`src/rtl/bcs_pkg.sv`:
```
// Shared types, register codes and constants of the barometric compensation sequencer.
package bcs_pkg;

  localparam int EXTRA_FRACTION_BITS = 5;
  localparam int TEMP_SHIFT = 23 - EXTRA_FRACTION_BITS;
  localparam int PRES_SHIFT = 15 - EXTRA_FRACTION_BITS;
  localparam int TEMP_BASE = 2000 * (2 ** EXTRA_FRACTION_BITS);
  localparam int OFF_COEFF_SHIFT = 7;
  localparam int SENS_COEFF_SHIFT = 8;
  localparam int OFF_BASE_SHIFT = 16;
  localparam int SENS_BASE_SHIFT = 15;
  localparam int RAW_SENS_SHIFT = 21;
  localparam int SENS_LO_W = 17;

  localparam int TICK_W = 32;
  localparam int RAW_W = 24;
  localparam int PRES_W = 27;
  localparam int TEMP_W = 24;
  localparam int COEFF_W = 16;
  localparam int PHASE_W = 4;
  localparam int POLL_W = 8;
  localparam int DT_W = 25;
  localparam int MUL_A_W = 25;
  localparam int MUL_B_W = 18;
  localparam int PROD_W = MUL_A_W + MUL_B_W;
  localparam int OFF_W = 36;
  localparam int SENS_W = SENS_LO_W + MUL_B_W;
  localparam int ACC_W = 60;
  localparam int CFG_INDEX_W = 3;

  localparam logic [1:0] NS_NONE = 2'd0;
  localparam logic [1:0] NS_PRESSURE = 2'd1;
  localparam logic [1:0] NS_TEMPERATURE = 2'd2;

  localparam logic KIND_TEMPERATURE = 1'b0;
  localparam logic KIND_PRESSURE = 1'b1;

  localparam logic [PHASE_W-1:0] READS_RESET = 4'd5;
  localparam logic [POLL_W-1:0] POLL_RESET = 8'd10;

  typedef enum logic [CFG_INDEX_W-1:0] {
    REG_PRESSURE_SENSITIVITY = 3'd0,
    REG_PRESSURE_OFFSET      = 3'd1,
    REG_SENS_TEMP_COEFF      = 3'd2,
    REG_OFFSET_TEMP_COEFF    = 3'd3,
    REG_REFERENCE_TEMP       = 3'd4,
    REG_TEMP_SENSITIVITY     = 3'd5,
    REG_READS_PER_CYCLE      = 3'd6,
    REG_MIN_POLL_TICKS       = 3'd7
  } cfg_reg_e;

  typedef struct packed {
    logic [COEFF_W-1:0] pressure_sensitivity;
    logic [COEFF_W-1:0] pressure_offset;
    logic [COEFF_W-1:0] sens_temp_coeff;
    logic [COEFF_W-1:0] offset_temp_coeff;
    logic [COEFF_W-1:0] reference_temp;
    logic [COEFF_W-1:0] temp_sensitivity;
    logic [PHASE_W-1:0] reads_per_cycle;
    logic [POLL_W-1:0]  min_poll_ticks;
  } cfg_t;

  typedef struct packed {
    logic [TICK_W-1:0] tick_now;
    logic [RAW_W-1:0]  raw_value;
  } in_t;

  typedef struct packed {
    logic signed [PRES_W-1:0] pressure_fixed;
    logic signed [TEMP_W-1:0] temperature_fixed;
    logic                     consumed;
    logic                     consumed_kind;
    logic [1:0]               next_start;
  } out_t;

  typedef struct packed {
    logic                      en;
    logic signed [MUL_A_W-1:0] a;
    logic signed [MUL_B_W-1:0] b;
  } mul_op_t;

endpackage

```
`src/rtl/bcs_cfg_regs.sv`:
```
// Calibration and sequencing register file of the barometric compensation sequencer.
module bcs_cfg_regs (
  input  logic                            clk,
  input  logic                            rst,
  input  logic                            wr_en,
  input  logic [bcs_pkg::CFG_INDEX_W-1:0] wr_index,
  input  logic [bcs_pkg::COEFF_W-1:0]     wr_data,
  output bcs_pkg::cfg_t                   cfg
);
  import bcs_pkg::*;

  always_ff @(posedge clk) begin
    if (rst) begin
      cfg.pressure_sensitivity <= '0;
      cfg.pressure_offset <= '0;
      cfg.sens_temp_coeff <= '0;
      cfg.offset_temp_coeff <= '0;
      cfg.reference_temp <= '0;
      cfg.temp_sensitivity <= '0;
      cfg.reads_per_cycle <= READS_RESET;
      cfg.min_poll_ticks <= POLL_RESET;
    end else if (wr_en) begin
      case (wr_index)
        REG_PRESSURE_SENSITIVITY: cfg.pressure_sensitivity <= wr_data;
        REG_PRESSURE_OFFSET:      cfg.pressure_offset <= wr_data;
        REG_SENS_TEMP_COEFF:      cfg.sens_temp_coeff <= wr_data;
        REG_OFFSET_TEMP_COEFF:    cfg.offset_temp_coeff <= wr_data;
        REG_REFERENCE_TEMP:       cfg.reference_temp <= wr_data;
        REG_TEMP_SENSITIVITY:     cfg.temp_sensitivity <= wr_data;
        REG_READS_PER_CYCLE:      cfg.reads_per_cycle <= wr_data[PHASE_W-1:0];
        REG_MIN_POLL_TICKS:       cfg.min_poll_ticks <= wr_data[POLL_W-1:0];
        default: ;
      endcase
    end
  end

endmodule

```
`src/rtl/bcs_mul.sv`:
```
// Shared signed multiplier with registered product.
module bcs_mul (
  input  logic                                clk,
  input  bcs_pkg::mul_op_t                    op,
  output logic signed [bcs_pkg::PROD_W-1:0]   prod
);
  import bcs_pkg::*;

  always_ff @(posedge clk) begin
    if (op.en) begin
      prod <= op.a * op.b;
    end
  end

endmodule

```
`src/rtl/baro_compensation_sequencer_unit.sv`:
```
// Top level: poll sequencer and compensation datapath around one shared multiplier.
//
//  channel | direction | handshake          | payload
//  --------+-----------+--------------------+-----------------------------------
//  in      | input     | in_valid/in_stall  | in_data   (tick_now, raw_value)
//  out     | output    | out_valid/out_stall| out_data  (pressure, temperature,
//          |           |                    |            consumed, kind, next)
//  cfg     | input     | cfg_valid/cfg_ready| cfg_index, cfg_data
//
//  A rate-limited poll goes straight to the done state; a read steps through the states
//  of the sequencer, through the one 25x18 multiplier and the 60-bit accumulator.
//  in_stall is high while an item is worked and while its result waits for the output
//  register; once there, a result waits and the next item is accepted meanwhile.
//  rst is synchronous: control, held and config registers reset; no result is pending.
//  cfg_ready is always high; write only while the block is idle.
module baro_compensation_sequencer_unit (
  input  logic                            clk,
  input  logic                            rst,
  input  logic                            in_valid,
  output logic                            in_stall,
  input  bcs_pkg::in_t                    in_data,
  output logic                            out_valid,
  input  logic                            out_stall,
  output bcs_pkg::out_t                   out_data,
  input  logic                            cfg_valid,
  output logic                            cfg_ready,
  input  logic [bcs_pkg::CFG_INDEX_W-1:0] cfg_index,
  input  logic [bcs_pkg::COEFF_W-1:0]     cfg_data
);
  import bcs_pkg::*;

  typedef enum logic [10:0] {
    ST_IDLE   = 11'b000_0000_0001,
    ST_T_MUL  = 11'b000_0000_0010,
    ST_T_FIN  = 11'b000_0000_0100,
    ST_P_OFF  = 11'b000_0000_1000,
    ST_P_SENS = 11'b000_0001_0000,
    ST_P_SPLIT = 11'b000_0010_0000,
    ST_P_LO   = 11'b000_0100_0000,
    ST_P_HI   = 11'b000_1000_0000,
    ST_P_ACC  = 11'b001_0000_0000,
    ST_P_FIN  = 11'b010_0000_0000,
    ST_DONE   = 11'b100_0000_0000
  } state_t;

  state_t state;
  state_t state_next;

  cfg_t cfg;
  mul_op_t mul_op;
  logic signed [PROD_W-1:0] prod;

  logic [PHASE_W-1:0]     read_phase;
  logic [TICK_W-1:0]      last_poll_tick;
  logic signed [DT_W-1:0] held_delta_temp;
  logic signed [PRES_W-1:0] held_pressure;
  logic signed [TEMP_W-1:0] held_temperature;

  logic [RAW_W-1:0]        raw;
  logic signed [OFF_W-1:0] off;
  logic signed [SENS_W-1:0] sens;
  logic signed [ACC_W-1:0] acc;
  out_t res;

  logic in_accept;
  logic limited;
  logic [TICK_W-1:0] tick_diff;
  logic signed [DT_W-1:0] dt_new;
  logic signed [PROD_W-1:0] t_sum;
  logic signed [TEMP_W-1:0] t_val;
  logic signed [PROD_W-1:0] p_diff;
  logic signed [PROD_W-1:0] p_shift;
  logic signed [PRES_W-1:0] p_val;
  logic [PHASE_W-1:0] phase_inc;
  logic phase_wrap;
  logic out_free;

  bcs_cfg_regs u_cfg (
    .clk      (clk),
    .rst      (rst),
    .wr_en    (cfg_valid && cfg_ready),
    .wr_index (cfg_index),
    .wr_data  (cfg_data),
    .cfg      (cfg)
  );

  bcs_mul u_mul (
    .clk  (clk),
    .op   (mul_op),
    .prod (prod)
  );

  assign cfg_ready = 1'b1;
  assign in_stall = (state != ST_IDLE);
  assign in_accept = in_valid && !in_stall;
  assign out_free = !out_valid || !out_stall;

  assign tick_diff = in_data.tick_now - last_poll_tick;
  assign limited = tick_diff < {{(TICK_W-POLL_W){1'b0}}, cfg.min_poll_ticks};
  assign dt_new = (in_data.raw_value == '0) ? '0 :
                  $signed({1'b0, in_data.raw_value}) -
                  $signed({1'b0, cfg.reference_temp, 8'b0});

  always_comb begin
    t_sum = (prod >>> TEMP_SHIFT) + PROD_W'(TEMP_BASE);
    if (held_delta_temp == '0) begin
      t_val = '0;
    end else if (t_sum < -(PROD_W'(64'sd1) <<< (TEMP_W-1))) begin
      t_val = {1'b1, {(TEMP_W-1){1'b0}}};
    end else if (t_sum > ((PROD_W'(64'sd1) <<< (TEMP_W-1)) - PROD_W'(64'sd1))) begin
      t_val = {1'b0, {(TEMP_W-1){1'b1}}};
    end else begin
      t_val = t_sum[TEMP_W-1:0];
    end
  end

  always_comb begin
    p_diff = PROD_W'(acc >>> RAW_SENS_SHIFT) - PROD_W'(off);
    p_shift = p_diff >>> PRES_SHIFT;
    if (raw == '0 || held_delta_temp == '0) begin
      p_val = '0;
    end else if (p_shift < -(PROD_W'(64'sd1) <<< (PRES_W-1))) begin
      p_val = {1'b1, {(PRES_W-1){1'b0}}};
    end else if (p_shift > ((PROD_W'(64'sd1) <<< (PRES_W-1)) - PROD_W'(64'sd1))) begin
      p_val = {1'b0, {(PRES_W-1){1'b1}}};
    end else begin
      p_val = p_shift[PRES_W-1:0];
    end
  end

  assign phase_inc = read_phase + PHASE_W'(1);
  assign phase_wrap = (phase_inc >= cfg.reads_per_cycle) || (phase_inc == '0);

  always_comb begin
    mul_op = '0;
    case (state)
      ST_T_MUL: begin
        mul_op.en = 1'b1;
        mul_op.a = held_delta_temp;
        mul_op.b = $signed({2'b0, cfg.temp_sensitivity});
      end
      ST_P_OFF: begin
        mul_op.en = 1'b1;
        mul_op.a = held_delta_temp;
        mul_op.b = $signed({2'b0, cfg.offset_temp_coeff});
      end
      ST_P_SENS: begin
        mul_op.en = 1'b1;
        mul_op.a = held_delta_temp;
        mul_op.b = $signed({2'b0, cfg.sens_temp_coeff});
      end
      ST_P_LO: begin
        mul_op.en = 1'b1;
        mul_op.a = $signed({1'b0, raw});
        mul_op.b = $signed({1'b0, sens[SENS_LO_W-1:0]});
      end
      ST_P_HI: begin
        mul_op.en = 1'b1;
        mul_op.a = $signed({1'b0, raw});
        mul_op.b = sens[SENS_W-1:SENS_LO_W];
      end
      default: ;
    endcase
  end

  always_comb begin
    state_next = state;
    case (state)
      ST_IDLE: begin
        if (in_accept) begin
          if (limited) begin
            state_next = ST_DONE;
          end else if (read_phase == '0) begin
            state_next = ST_T_MUL;
          end else begin
            state_next = ST_P_OFF;
          end
        end
      end
      ST_T_MUL:   state_next = ST_T_FIN;
      ST_T_FIN:   state_next = ST_DONE;
      ST_P_OFF:   state_next = ST_P_SENS;
      ST_P_SENS:  state_next = ST_P_SPLIT;
      ST_P_SPLIT: state_next = ST_P_LO;
      ST_P_LO:    state_next = ST_P_HI;
      ST_P_HI:    state_next = ST_P_ACC;
      ST_P_ACC:   state_next = ST_P_FIN;
      ST_P_FIN:   state_next = ST_DONE;
      ST_DONE: begin
        if (out_free) begin
          state_next = ST_IDLE;
        end
      end
      default:    state_next = ST_IDLE;
    endcase
  end

  always_ff @(posedge clk) begin
    if (rst) begin
      state <= ST_IDLE;
      out_valid <= 1'b0;
      read_phase <= '0;
      last_poll_tick <= '0;
      held_delta_temp <= '0;
      held_pressure <= '0;
      held_temperature <= '0;
    end else begin
      state <= state_next;
      if (state == ST_DONE && out_free) begin
        out_valid <= 1'b1;
      end else if (!out_stall) begin
        out_valid <= 1'b0;
      end
      if (state == ST_IDLE && in_accept && !limited) begin
        last_poll_tick <= in_data.tick_now;
        if (read_phase == '0) begin
          read_phase <= PHASE_W'(1);
          held_delta_temp <= dt_new;
        end
      end
      if (state == ST_T_FIN) begin
        held_temperature <= t_val;
      end
      if (state == ST_P_FIN) begin
        held_pressure <= p_val;
        read_phase <= phase_wrap ? '0 : phase_inc;
      end
    end
  end

  always_ff @(posedge clk) begin
    case (state)
      ST_IDLE: begin
        raw <= in_data.raw_value;
        res.pressure_fixed <= held_pressure;
        res.temperature_fixed <= held_temperature;
        res.consumed <= 1'b0;
        res.consumed_kind <= KIND_TEMPERATURE;
        res.next_start <= NS_NONE;
      end
      ST_T_FIN: begin
        res.pressure_fixed <= held_pressure;
        res.temperature_fixed <= t_val;
        res.consumed <= 1'b1;
        res.consumed_kind <= KIND_TEMPERATURE;
        res.next_start <= NS_PRESSURE;
      end
      ST_P_SENS: begin
        off <= $signed({4'b0, cfg.pressure_offset, {OFF_BASE_SHIFT{1'b0}}}) +
               OFF_W'(prod >>> OFF_COEFF_SHIFT);
      end
      ST_P_SPLIT: begin
        sens <= $signed({4'b0, cfg.pressure_sensitivity, {SENS_BASE_SHIFT{1'b0}}}) +
                SENS_W'(prod >>> SENS_COEFF_SHIFT);
      end
      ST_P_HI: begin
        acc <= ACC_W'(prod);
      end
      ST_P_ACC: begin
        acc <= acc + (ACC_W'(prod) <<< SENS_LO_W);
      end
      ST_P_FIN: begin
        res.pressure_fixed <= p_val;
        res.temperature_fixed <= held_temperature;
        res.consumed <= 1'b1;
        res.consumed_kind <= KIND_PRESSURE;
        res.next_start <= phase_wrap ? NS_TEMPERATURE : NS_PRESSURE;
      end
      default: ;
    endcase
  end

  always_ff @(posedge clk) begin
    if (state == ST_DONE && out_free) begin
      out_data <= res;
    end
  end

  a_accept_starts_work: assert property (@(posedge clk) disable iff (rst)
    (in_accept && !limited) |=> (state == ST_T_MUL || state == ST_P_OFF))
    else $error("accepted poll did not start a conversion");

  a_consumed_has_next: assert property (@(posedge clk) disable iff (rst)
    out_valid |-> (out_data.consumed == (out_data.next_start != NS_NONE)))
    else $error("next_start does not agree with consumed");

  a_temp_then_pressure: assert property (@(posedge clk) disable iff (rst)
    (out_valid && out_data.consumed && out_data.consumed_kind == KIND_TEMPERATURE)
      |-> out_data.next_start == NS_PRESSURE)
    else $error("temperature read not followed by pressure start");

  a_wrap_clears_phase: assert property (@(posedge clk) disable iff (rst)
    (state == ST_DONE && res.next_start == NS_TEMPERATURE) |-> read_phase == '0)
    else $error("read cycle ended with nonzero phase");

  a_limited_holds: assert property (@(posedge clk) disable iff (rst)
    (state == ST_DONE && out_free && !res.consumed)
      |=> ($stable(held_pressure) && $stable(held_temperature)))
    else $error("held readings changed on a rate-limited poll");

endmodule

```
`config.mk`:
```
export PLATFORM = sky130hd
export DESIGN_NAME = baro_compensation_sequencer_unit
export DESIGN_NICKNAME = d
export VERILOG_FILES = /design/src/rtl/bcs_pkg.sv /design/src/rtl/bcs_cfg_regs.sv /design/src/rtl/bcs_mul.sv /design/src/rtl/baro_compensation_sequencer_unit.sv
export SDC_FILE = /design/constraint.sdc
export NUM_CORES = 2
export LEC_CHECK = 0
export BUFFER_PORTS_ARGS = -buffer_cell sky130_fd_sc_hd__buf_4
export CAP_MARGIN = 20
export CORE_ASPECT_RATIO = 0.5
export CORE_MARGIN = 1
export CORE_UTILIZATION = 58
export CTS_CLUSTER_DIAMETER = 60
export DETAILED_ROUTE_END_ITERATION = 8
export PLACE_DENSITY = 0.78
export SYNTH_ARGS = -nofsm -noshare
export SYNTH_HDL_FRONTEND = slang
export SYNTH_SLANG_ARGS = --single-unit
```
`constraint.sdc`:
```
create_clock -name clk -period 8.6 [get_ports clk]
set_input_delay 0.86 -clock clk [delete_from_list [all_inputs] [get_ports clk]]
set_output_delay 0.86 -clock clk [all_outputs]
set_load 0.01 [all_outputs]
```
==> results by group <==
Critical path
  • Critical Path Source: state[5]
  • CP Max Fanout: 13
  • Reg-to-reg endpoint: u_mul.prod[40]
  • Critical Path Sink: u_mul.prod[40]
  • R2R Setup Slk: approximately 0.19 ns
  • Crit path largest cell delay: between 0.5 and 0.6 ns
  • CP most frequent cell: fa_1
  • Crit path DAT: around 8.8 ns
  • Launch point of the worst reg-to-reg path: state[5]
  • Crit start category: register
  • CP endpoint kind: register
  • Kind of critical path: reg2reg
  • CP max-delay cell: fa_1
  • FF-to-FF path depth: 32
  • Required @ worst endpoint: roughly 9.0 ns

Place
  • HPWL after DPL: 97.63 mm
  • Placed cells: 5703
  • Port Buffers: ~140
  • RePlAce Congestion: approximately 1.0

STA
  • Fin. Hold Viols: 0
  • Final Max Tran Viols: 0
  • Worst Clk Skew: between 0.02 and 0.03 ns
  • Slew @ Worst Pin: between 1 and 1.5 ns
  • Max Freq: 0.1189 GHz
  • Tcrit/Tclk final: 0.9781
  • Slew headroom: 0.2040
  • Min Tclk post-route: approximately 8.4 ns
  • Final hold slack: between 0.4 and 0.5 ns
  • Final setup fails: 0

Clocking
  • Sink Count: 523
  • Root Driver: clkbuf_16
  • Total CTS buffers: 50
  • Longest Clk Path Bufs: 3
  • Worst-path clk slew: ~0.07 ns
  • CTS tree: yes
  • Worst skew pair latency: 0.64 ns
  • H-tree depth: 2
  • Hold Buf Count CTS: 0

Routing
  • Post-Route WL: 127.1 mm
  • Via density: around 6.0
  • DRC viols: 0
  • WL per Instance: ~22 um
  • Antenna Nets Post-Route: 0
  • Via count: between 30000 and 40000
  • Starting DRT DRC Count: 3577
  • Router iterations before antenna repair: 6

Floorplanning
  • Core area: approximately 0.073 mm2
  • Boundary pin count: about 140
  • Die area: around 0.075 mm2
  • Chip width: slightly below 400 um
  • Starting Density: 0.5881
  • Number of core rows: 70
  • Die height: just under 200 um

Yosys
  • Mapped Cells: roughly 4600
  • Post-synth EDFFs: slightly below 300
  • Cell accounting for the most synthesized area: fa_1
  • Syn_area_per_cell: between 9 and 10 um2
  • Synth top area cells: fa_1, edfxtp_1, dfxtp_1, ha_1, nand2_1
  • Top cells by count, synth: nand2_1, inv_1, fa_1, nor2_1, a21oi_1
  • Count leader, synth: nand2_1
  • Most used DFF post-synth: edfxtp_1
  • Synthesized area: about 0.043 mm2
  • Distinct cells, synth: 83
  • #FFs+latches synth: 523
  • Yosys synthesis warning count: 0
  • Seq/Total Area, Yosys: 0.3108
  • Top cell type's share of synthesized area: 0.2078
  • Fraction of registers with async set/reset: 0

GRT
  • First-pass GRT wire length: 196.5 mm
  • Overall Global Routing Usage: 0.3380
  • Largest net degree at the start of global routing: 110
  • Initial antenna violation count: 7
  • Vias in the first global route: around 35000
  • Gr ovfl total: 0

Power and ir drop
  • Maximum VDD drop: about 0.16 mV
  • Leakage: about 21 nW
  • Pwr dens: approximately 130 mW/mm2
  • Total Power: between 6 and 7 mW

Finish
  • Fin nets: 5597
  • Syn-to-layout area delta: 11.83%
  • Fin cells: 5806
  • Layout cell share with drive strength beyond 1: 0.09828
  • Layout Utilization: 0.6576
  • Fillers: between 5000 and 6000

Run status
  • Status: completed

Job
  • Max Cap Viol: 0

Worst hold path
  • HP Class: reg2reg
==> what timing repair did <==
item	in CTS	in global routing
endpoints found under the setup margin	6	16
gates resized for setup	4	52
pin swaps	0	6
setup buffers	2	2
==> per-layer routing <==
layer | GRT usage | vias up | part of all wire
li1 | - | 15744 | -
met1 | 0.4620 | 16992 | 0.41
met2 | 0.5259 | 1754 | 0.44
met3 | 0.07854 | 303 | 0.11
met4 | 0.1265 | 2 | 0.040
met5 | 0 | - | 0.00016
==> stage by stage <==
step | setup TNS, ns | setup WS, ns | instance area, um2
detailed placement | -0.4674 | -0.1925 | 46060
global route | -0.09021 | -0.08401 | 48150
global placement | -0.1136 | -0.08016 | 46060
finish | 0 | 0.1886 | 48150
floorplan | 0 | 0.06297 | 43060
CTS | 0 | 0.01236 | 47900
==> cell families (layout without fill, tap and decap cells) <==
family / after synthesis / count (layout) / synth area share
and+or+nand+nor: 1372 / 1372 / 0.1393
AOI/OAI and AO/OA: 889 / 889 / 0.1355
buffers and inverters: 864 / 1088 / 0.07631
adders and majority gates: 726 / 726 / 0.2889
DFF: 523 / 523 / 0.3108
xor gates and xnor gates: 171 / 171 / 0.03478
muxes: 61 / 61 / 0.01424
other: 2 / 4 / 0.0001744
==> sequential cells by signal, summed over array words and instances, names as in the netlist <==
name,count
state,11
acc,43
u_mul.prod,43
off,36
sens,35
out_valid,1
held_delta_temp,25
read_phase,4
out_data,55
held_temperature,24
res,55
raw,24
u_cfg.cfg,108
last_poll_tick,32
held_pressure,27
==> worst max-delay path, delay by kind of cell, from the launching register on <==
kind	cells	cell delay [ns]
adders and majority gates	7	3.36
and+or+nand+nor	8	1.61
AOI/OAI and AO/OA	7	1.53
buffers and inverters	9	1.01
DFF	1	0.41
xor gates and xnor gates	1	0.18
==> placed cells by master, fill, tap and decap left out, drive strengths merged, types with 119 or more instances in the layout <==
cell	count
inv	681
buf	317
dfxtp	232
a21oi	302
ha	279
nand2	686
xnor2	119
o21ai	144
edfxtp	291
nor2	347
fa	447
==> report_power, final <==
part	total [mW]	switching, mW	internal, mW
registers	2.92	0.118	2.80
clock network	2.46	1.07	1.39
logic	0.806	0.497	0.309
total	6.19	1.69	4.50
==> worst min-delay path by stage <==
| stage | start | end | slack (ns) | cells past startpoint |
|---|---|---|---|---|
| floorplan | res[0] | out_data[0] | 0.40 | 0 |
| global placement | res[47] | out_data[47] | 0.40 | 0 |
| detailed placement | res[31] | out_data[31] | 0.40 | 0 |
| CTS | res[19] | out_data[19] | 0.41 | 0 |
| global route | in_data[18] | raw[18] | 0.41 | 1 |
| finish | res[0] | out_data[0] | 0.41 | 0 |
==> area by class of cell <==
cell class	count	area (um2)	area share
repair buffers	317	2567	0.05332
multi-input cells	3222	26650	0.5535
inverters	677	2541	0.05277
well taps	972	1216	0.02526
clock inverters	28	417.9	0.008679
diodes	1	2.502	0.00005197
flip-flops and latches	523	13380	0.2779
clock buffers	66	1373	0.02850
(Power assumes the default switching activity.)
